===== src/sv/pzb_pkg.sv =====
// Shared types, constants and functions of the POSTNET ZIP bar encoder.
// Used by every module of the block; depends on nothing else.
package pzb_pkg;

    localparam int ZIP_W          = 17;
    localparam int ZIP_DIGITS     = 5;
    localparam int DIGIT_W        = 4;
    localparam int BCD_W          = ZIP_DIGITS * DIGIT_W;
    localparam int BARS_PER_DIGIT = 5;
    localparam int BAR_CNT        = 32;
    localparam int BAR_CNT_W      = $clog2(BAR_CNT);
    localparam int STEP_CNT_W     = $clog2(ZIP_W);
    localparam int SUM_W          = 6;
    localparam int IN_TDATA_W     = ((ZIP_W + 7) / 8) * 8;
    localparam int OUT_TDATA_W    = 8;
    localparam int QUEUE_DEPTH    = 2;

    localparam logic [ZIP_W-1:0] ZIP_MOD = ZIP_W'(100000);

    typedef logic [BAR_CNT-1:0] t_bar_word;

    typedef struct packed {
        logic      valid;
        t_bar_word word;
    } t_q_entry;

    function automatic logic [BARS_PER_DIGIT-1:0] digit_bars(input logic [DIGIT_W-1:0] d);
        logic [BARS_PER_DIGIT-1:0] p;
        case (d)
            4'd0:    p = 5'b11000;
            4'd1:    p = 5'b00011;
            4'd2:    p = 5'b00101;
            4'd3:    p = 5'b00110;
            4'd4:    p = 5'b01001;
            4'd5:    p = 5'b01010;
            4'd6:    p = 5'b01100;
            4'd7:    p = 5'b10001;
            4'd8:    p = 5'b10010;
            4'd9:    p = 5'b10100;
            default: p = 5'b00000;
        endcase
        return p;
    endfunction

    // The digit sum is at most 45, so three compare-subtract steps reduce it.
    function automatic logic [DIGIT_W-1:0] check_digit(input logic [SUM_W-1:0] sum);
        logic [SUM_W-1:0] r;
        r = sum;
        if (r >= SUM_W'(40)) r = r - SUM_W'(40);
        if (r >= SUM_W'(20)) r = r - SUM_W'(20);
        if (r >= SUM_W'(10)) r = r - SUM_W'(10);
        if (r == '0) begin
            return '0;
        end
        return DIGIT_W'(SUM_W'(10) - r);
    endfunction

endpackage


===== src/sv/postnet_zip_bar_encoder_unit.sv =====
// POSTNET encoder for five-digit ZIP codes: front end, bar-word queue, back end.
// Throughput: 32 bars per code, one bar per cycle while the output stream is ready;
// the output stream, not the front end, sets the rate of codes.
// Reset (synchronous, active low) empties the queue and drops any code in flight.
// Depends on pzb_pkg, pzb_front, pzb_queue and pzb_back.
module postnet_zip_bar_encoder_unit #(
    parameter int QUEUE_DEPTH = pzb_pkg::QUEUE_DEPTH
) (
    input  logic                              i_clk,
    input  logic                              i_rst_n,
    input  logic                              i_s_axis_tvalid,
    output logic                              o_s_axis_tready,
    // [16:0] zip_code, [23:17] zero
    input  logic [pzb_pkg::IN_TDATA_W-1:0]    i_s_axis_tdata,
    output logic                              o_m_axis_tvalid,
    input  logic                              i_m_axis_tready,
    // [0] bar_tall, [7:1] zero
    output logic [pzb_pkg::OUT_TDATA_W-1:0]   o_m_axis_tdata,
    output logic                              o_m_axis_tlast
);
    import pzb_pkg::*;

    t_q_entry push, head;
    logic     full, pop, bar;

    pzb_front u_front (
        .i_clk   (i_clk),
        .i_rst_n (i_rst_n),
        .i_valid (i_s_axis_tvalid),
        .o_ready (o_s_axis_tready),
        .i_zip   (i_s_axis_tdata[ZIP_W-1:0]),
        .o_push  (push),
        .i_full  (full)
    );

    pzb_queue #(
        .DEPTH (QUEUE_DEPTH)
    ) u_queue (
        .i_clk   (i_clk),
        .i_rst_n (i_rst_n),
        .i_push  (push),
        .o_full  (full),
        .i_pop   (pop),
        .o_head  (head)
    );

    pzb_back u_back (
        .i_clk   (i_clk),
        .i_rst_n (i_rst_n),
        .i_head  (head),
        .o_pop   (pop),
        .o_valid (o_m_axis_tvalid),
        .i_ready (i_m_axis_tready),
        .o_bar   (bar),
        .o_last  (o_m_axis_tlast)
    );

    assign o_m_axis_tdata = {{(OUT_TDATA_W-1){1'b0}}, bar};

endmodule


===== src/sv/pzb_front.sv =====
// Front end: takes a ZIP code request, converts it to decimal digits by
// shift-and-add-3 and builds the 32-bar word. Depends on pzb_pkg.
module pzb_front (
    input  logic                        i_clk,
    input  logic                        i_rst_n,
    input  logic                        i_valid,
    output logic                        o_ready,
    input  logic [pzb_pkg::ZIP_W-1:0]   i_zip,
    output pzb_pkg::t_q_entry           o_push,
    input  logic                        i_full
);
    import pzb_pkg::*;

    typedef enum logic [1:0] {
        S_IDLE,
        S_CONV,
        S_PUSH
    } t_state;

    t_state                r_state, n_state;
    logic [ZIP_W-1:0]      r_bin, n_bin;
    logic [BCD_W-1:0]      r_bcd, n_bcd;
    logic [STEP_CNT_W-1:0] r_step, n_step;

    logic [BCD_W-1:0]      adj;
    logic [SUM_W-1:0]      sum;
    t_bar_word             word;

    always_comb begin
        for (int i = 0; i < ZIP_DIGITS; i++) begin
            adj[i*DIGIT_W +: DIGIT_W] = (r_bcd[i*DIGIT_W +: DIGIT_W] >= DIGIT_W'(5)) ?
                r_bcd[i*DIGIT_W +: DIGIT_W] + DIGIT_W'(3) : r_bcd[i*DIGIT_W +: DIGIT_W];
        end
    end

    always_comb begin
        sum = '0;
        for (int i = 0; i < ZIP_DIGITS; i++) begin
            sum = sum + SUM_W'(r_bcd[i*DIGIT_W +: DIGIT_W]);
        end
        word = '0;
        word[BAR_CNT-1] = 1'b1;
        word[0]         = 1'b1;
        for (int i = 0; i < ZIP_DIGITS; i++) begin
            word[BAR_CNT-1-BARS_PER_DIGIT*(ZIP_DIGITS-i) +: BARS_PER_DIGIT] =
                digit_bars(r_bcd[i*DIGIT_W +: DIGIT_W]);
        end
        word[1 +: BARS_PER_DIGIT] = digit_bars(check_digit(sum));
    end

    always_comb begin
        n_state = r_state;
        n_bin   = r_bin;
        n_bcd   = r_bcd;
        n_step  = r_step;
        case (r_state)
            S_IDLE: begin
                if (i_valid) begin
                    n_bin   = (i_zip >= ZIP_MOD) ? i_zip - ZIP_MOD : i_zip;
                    n_bcd   = '0;
                    n_step  = '0;
                    n_state = S_CONV;
                end
            end
            S_CONV: begin
                {n_bcd, n_bin} = {adj, r_bin} << 1;
                n_step = r_step + 1'b1;
                if (r_step == STEP_CNT_W'(ZIP_W - 1)) begin
                    n_state = S_PUSH;
                end
            end
            S_PUSH: begin
                if (!i_full) begin
                    n_state = S_IDLE;
                end
            end
            default: n_state = S_IDLE;
        endcase
    end

    always_ff @(posedge i_clk) begin
        if (!i_rst_n) begin
            r_state <= S_IDLE;
        end else begin
            r_state <= n_state;
        end
        r_bin  <= n_bin;
        r_bcd  <= n_bcd;
        r_step <= n_step;
    end

    assign o_ready      = (r_state == S_IDLE);
    assign o_push.valid = (r_state == S_PUSH) && !i_full;
    assign o_push.word  = word;

endmodule


===== src/sv/pzb_queue.sv =====
// Short queue of finished bar words between the front and back ends.
// Depends on pzb_pkg.
module pzb_queue #(
    parameter int DEPTH = pzb_pkg::QUEUE_DEPTH
) (
    input  logic              i_clk,
    input  logic              i_rst_n,
    input  pzb_pkg::t_q_entry i_push,
    output logic              o_full,
    input  logic              i_pop,
    output pzb_pkg::t_q_entry o_head
);
    import pzb_pkg::*;

    localparam int PTR_W = (DEPTH > 1) ? $clog2(DEPTH) : 1;
    localparam int CNT_W = $clog2(DEPTH + 1);

    t_bar_word         r_mem [DEPTH];
    logic [PTR_W-1:0]  r_wr_ptr, r_rd_ptr;
    logic [CNT_W-1:0]  r_count;
    logic              do_pop;

    assign do_pop = i_pop && (r_count != '0);

    always_ff @(posedge i_clk) begin
        if (!i_rst_n) begin
            r_wr_ptr <= '0;
            r_rd_ptr <= '0;
            r_count  <= '0;
        end else begin
            if (i_push.valid) begin
                r_wr_ptr <= (r_wr_ptr == PTR_W'(DEPTH - 1)) ? '0 : r_wr_ptr + 1'b1;
            end
            if (do_pop) begin
                r_rd_ptr <= (r_rd_ptr == PTR_W'(DEPTH - 1)) ? '0 : r_rd_ptr + 1'b1;
            end
            if (i_push.valid && !do_pop) begin
                r_count <= r_count + 1'b1;
            end else if (do_pop && !i_push.valid) begin
                r_count <= r_count - 1'b1;
            end
        end
        if (i_push.valid) begin
            r_mem[r_wr_ptr] <= i_push.word;
        end
    end

    assign o_full       = (r_count == CNT_W'(DEPTH));
    assign o_head.valid = (r_count != '0);
    assign o_head.word  = r_mem[r_rd_ptr];

endmodule


===== src/sv/pzb_back.sv =====
// Back end: shifts a 32-bar word out one bar per request on the output
// stream and flags the closing frame bar. Depends on pzb_pkg.
module pzb_back (
    input  logic                 i_clk,
    input  logic                 i_rst_n,
    input  pzb_pkg::t_q_entry    i_head,
    output logic                 o_pop,
    output logic                 o_valid,
    input  logic                 i_ready,
    output logic                 o_bar,
    output logic                 o_last
);
    import pzb_pkg::*;

    logic                 r_active;
    t_bar_word            r_bars;
    logic [BAR_CNT_W-1:0] r_cnt;
    logic                 take, at_end;

    assign take   = o_valid && i_ready;
    assign at_end = (r_cnt == BAR_CNT_W'(BAR_CNT - 1));
    assign o_pop  = i_head.valid && (!r_active || (take && at_end));

    always_ff @(posedge i_clk) begin
        if (!i_rst_n) begin
            r_active <= 1'b0;
            r_cnt    <= '0;
        end else if (o_pop) begin
            r_active <= 1'b1;
            r_cnt    <= '0;
        end else if (take) begin
            r_cnt <= r_cnt + 1'b1;
            if (at_end) begin
                r_active <= 1'b0;
            end
        end
        if (o_pop) begin
            r_bars <= i_head.word;
        end else if (take) begin
            r_bars <= r_bars << 1;
        end
    end

    assign o_valid = r_active;
    assign o_bar   = r_bars[BAR_CNT-1];
    assign o_last  = at_end;

endmodule


===== config.mk =====
export PLATFORM = sky130hd
export DESIGN_NAME = postnet_zip_bar_encoder_unit
export DESIGN_NICKNAME = d
export VERILOG_FILES = /design/src/sv/pzb_pkg.sv /design/src/sv/postnet_zip_bar_encoder_unit.sv /design/src/sv/pzb_front.sv /design/src/sv/pzb_queue.sv /design/src/sv/pzb_back.sv
export SDC_FILE = /design/constraint.sdc
export NUM_CORES = 1
export LEC_CHECK = 0
export ABC_AREA = 1
export BUFFER_PORTS_ARGS = -buffer_cell sky130_fd_sc_hd__buf_2
export CAP_MARGIN = 20
export CORE_MARGIN = 1.5
export CORE_UTILIZATION = 30
export DETAILED_ROUTE_END_ITERATION = 10
export GPL_TIMING_DRIVEN = 1
export SYNTH_ARGS = -nofsm -noshare
export SYNTH_HDL_FRONTEND = slang
export SYNTH_SLANG_ARGS = --single-unit

===== constraint.sdc =====
create_clock -name i_clk -period 15.45 [get_ports i_clk]
set_input_delay 0.7725 -clock i_clk [delete_from_list [all_inputs] [get_ports i_clk]]
set_output_delay 0.7725 -clock i_clk [all_outputs]
set_load 0.01 [all_outputs]

==> impl_metrics.sql <==
INSERT INTO impl_metrics (metric_group, metric, value, unit) VALUES
('timing', 'finalClockSkew', '9.16', 'ps'),
('setup_path', 'max_stage_delay', '510', 'ps'),
('routing', 'via_per_inst', '4.39', ''),
('yosys', 'synthesis.area_per_instance', '9.47', 'um^2'),
('floorplan', 'floorplan.initialDensity', '30.5', '%'),
('setup_path', 'worst_r2r_endpoint', 'u_queue.r_mem[0][0]', ''),
('clocking', 'buffer_type_at_the_clock_tree_root', 'sky130_fd_sc_hd__clkbuf_16', ''),
('setup_path', 'critical_path.max_fanout', '8', ''),
('layout', 'nNetsFinal', '1075', ''),
('layout', 'area_delta_synth_final', '12.8', '%'),
('timing', 'setup_slack', '9550', 'ps'),
('floorplan', 'die_width', '176', 'um'),
('global_route', 'gr-usage-all-layers', '10.6', '%'),
('worst_hold_path', 'worst_hold_start', 'u_front.o_push[7]', ''),
('worst_hold_path', 'hold_class', 'reg2reg', ''),
('job', 'drv_cap', '0', ''),
('yosys', 'synth_commonest_cells', 'sky130_fd_sc_hd__nand2_1, sky130_fd_sc_hd__inv_1, sky130_fd_sc_hd__edfxtp_1, sky130_fd_sc_hd__o21ai_0, sky130_fd_sc_hd__nor2_1', ''),
('setup_path', 'setup.worst_path.start', 'u_front.r_bcd[4]', ''),
('global_route', 'gr-total-overflow', '0', ''),
('floorplan', 'i_o_pin_count', '39', ''),
('yosys', 'yosys.cell_types.count', '41', ''),
('clocking', 'number_of_clock_buffers_inserted_by_tritoncts', '17', ''),
('global_route', 'grt_first_pass_wirelength', '26.8', 'mm'),
('setup_path', 'critPathLaunchType', 'flop', ''),
('timing', 'finalWorstPathRequiredPeriod', '5900', 'ps'),
('layout', 'insertedDiodeCount', '0', ''),
('clocking', 'clock_latency', '420', 'ps'),
('setup_path', 'criticalPathCategory', 'reg2reg', ''),
('floorplan', 'placementRows', '63', ''),
('setup_path', 'crit_slowest_cell', 'sky130_fd_sc_hd__fa_1', ''),
('routing', 'first_pass_iters', '5', ''),
('placement', 'gpl.final_weighted_congestion', '0.783', ''),
('placement', 'dp_slack', '9580', 'ps'),
('clocking', 'tritoncts_clock_tree', 'done', ''),
('setup_path', 'worstPathRequired', '15630', 'ps'),
('yosys', 'yosys_most_used_dff', 'sky130_fd_sc_hd__edfxtp_1', ''),
('yosys', 'synth_top_cell_by_area', 'sky130_fd_sc_hd__edfxtp_1', ''),
('yosys', 'ys_top_cells_by_area', 'sky130_fd_sc_hd__edfxtp_1, sky130_fd_sc_hd__dfxtp_1, sky130_fd_sc_hd__ha_1', ''),
('yosys', 'yosys_warnings', '0', ''),
('global_route', 'grt_pass1_vias', '5688', ''),
('clocking', 'cts_max_level', '4', ''),
('timing', 'timing.fmax', '170', 'MHz'),
('setup_path', 'critical_path.reg2reg.startpoint', 'u_front.r_bcd[4]', ''),
('yosys', 'synth_enable_flop_cells', '134', ''),
('timing', 'setup-violations-final', '0', ''),
('clocking', 'cts_setup_buffers', '0', ''),
('timing', 'totalNegativeSetupSlack', '0', 'ps'),
('clocking', 'cts_hold_buffers', '0', ''),
('floorplan', 'fp.dieArea', '31100', 'um^2'),
('routing', 'wirelength', '15.5', 'mm'),
('yosys', 'netlist.area_leader.share', '44.7', '%'),
('layout', 'layout-drive-gt1-share', '10.9', '%'),
('routing', 'route.detailed.drc', '0', ''),
('setup_path', 'worst_setup_path_endpoint', 'u_queue.r_mem[0][0]', ''),
('clocking', 'post_cts.resized_instances', '0', ''),
('clocking', 'clkTransAtPathRegs', '70', 'ps'),
('yosys', 'synthesis.instances', '951', ''),
('yosys', 'synth-seq-area-share', '53.1', '%'),
('layout', 'n_fill_cell', '3005', ''),
('timing', 'grt_setup_unrepaired', 'no', ''),
('status', 'outcome', 'completed', ''),
('floorplan', 'core-area', '29600', 'um^2'),
('timing', 'finalCritPeriodShare', '38.2', '%'),
('yosys', 'synth.ff_latch_count', '172', ''),
('routing', 'dr_total_vias', '6072', ''),
('routing', 'dr.first_iter.drc_count', '378', ''),
('timing', 'hold_viol', '0', ''),
('clocking', 'numClockSinks', '172', ''),
('timing', 'max_slew_margin', '53.9', '%'),
('timing', 'timing.final.max_slew_violations', '0', ''),
('setup_path', 'worstSetupEndpointType', 'flop', '');
-- worst min path at each step --
stage / end / cells past startpoint / slack [ps]
final: u_queue.r_mem[1][6] / 0 / 420
after global routing: u_queue.r_mem[0][5] / 0 / 430
after detailed placement: u_queue.r_mem[0][5] / 0 / 410
after floorplan: u_queue.r_mem[0][10] / 0 / 400
after global placement: u_queue.r_mem[1][5] / 0 / 410
after CTS: u_queue.r_mem[0][6] / 0 / 420
-- kinds of logic after synthesis --
kind of cell | share of synthesized area (%)
flops | 53.1
simple gates | 16.0
other cells | 0.0417
buf+inv | 8.01
xor+xnor | 1.26
mux | 0.153
compound gates | 11.3
fa+ha+maj | 10.1
-- layout by cell type (no fill, tap or decap), types with 3 or more instances in the layout --
cell,instances
sky130_fd_sc_hd__nand2_2,13
sky130_fd_sc_hd__nand4_1,6
sky130_fd_sc_hd__nor3_1,13
sky130_fd_sc_hd__or2_2,8
sky130_fd_sc_hd__buf_4,8
sky130_fd_sc_hd__o21bai_1,3
sky130_fd_sc_hd__o211ai_1,5
sky130_fd_sc_hd__nand3_1,32
sky130_fd_sc_hd__edfxtp_1,134
sky130_fd_sc_hd__xnor2_1,3
sky130_fd_sc_hd__inv_6,5
sky130_fd_sc_hd__o22ai_1,3
sky130_fd_sc_hd__buf_2,24
sky130_fd_sc_hd__nand2_1,176
sky130_fd_sc_hd__nand2_4,6
sky130_fd_sc_hd__fa_1,9
sky130_fd_sc_hd__ha_1,58
sky130_fd_sc_hd__conb_1,7
sky130_fd_sc_hd__o21ai_0,112
sky130_fd_sc_hd__o21ai_1,3
sky130_fd_sc_hd__a21oi_1,43
sky130_fd_sc_hd__nand3_2,3
sky130_fd_sc_hd__a31oi_1,8
sky130_fd_sc_hd__nor2_1,57
sky130_fd_sc_hd__dfxtp_1,38
sky130_fd_sc_hd__clkbuf_16,17
sky130_fd_sc_hd__inv_1,149
sky130_fd_sc_hd__clkinv_4,3
sky130_fd_sc_hd__nor2_2,3
sky130_fd_sc_hd__inv_2,5
sky130_fd_sc_hd__xor2_1,10
-- state kept, by name, summed over array words and instances (netlist names), 2 cells and up, named ones only --
signal           flops
u_front.r_state      2
u_front.o_push      25
u_front.r_bcd       20
u_front.r_bin       17
u_queue.r_mem       60
u_back.r_cnt         5
u_front.r_step       5
u_back.r_bars       32
u_queue.r_count      2
-- through the flow --
stage / hold WS, ps / cell area (um^2) / utilization, % / std cells
2_1_floorplan: 404 / 9020 / - / 957
3_3_place_gp: 406 / 9570 / 32.4 / 1351
3_5_place_dp: 412 / 9570 / 32.4 / 1351
4_1_cts: 425 / 10200 / 34.3 / 1383
5_1_grt: 429 / 10200 / 34.3 / 1383
6_report: 422 / 10200 / 34.3 / 1383
-- critical path: cells and delay by family, from the launching register on --
family                     cells  cell delay, ps
AOI/OAI and AO/OA              1             150
muxes                          1             280
buffers and inverters          7             510
and+or+nand+nor               10             910
adders and majority gates      9            2970
xor gates and xnor gates       1             320
DFF                            1             490
-- area by class of cell --
class,count,area (um^2),share of cell area [%]
Inverter,156,586,5.77
Tap cell,390,488,4.81
Timing Repair Buffer,32,180,1.77
Clock inverter,13,129,1.27
Multi-Input combinational cell,601,3530,34.8
Sequential cell,172,4780,47.1
Clock buffer,19,453,4.46
-- per-layer routing --
metal,wire length (um),part of all wire (%),vias up,track usage (%)
li1,-,-,3198,-
met1,7620,49,2780,14.0
met2,7270,47,80,17.4
met3,461,3.0,14,2.20
met4,176,1.1,0,3.53
met5,0,0,-,0
Power is left out: the tool's default activity adds up to more than one toggle a clock period on the data nets, which glitch-free logic cannot reach.
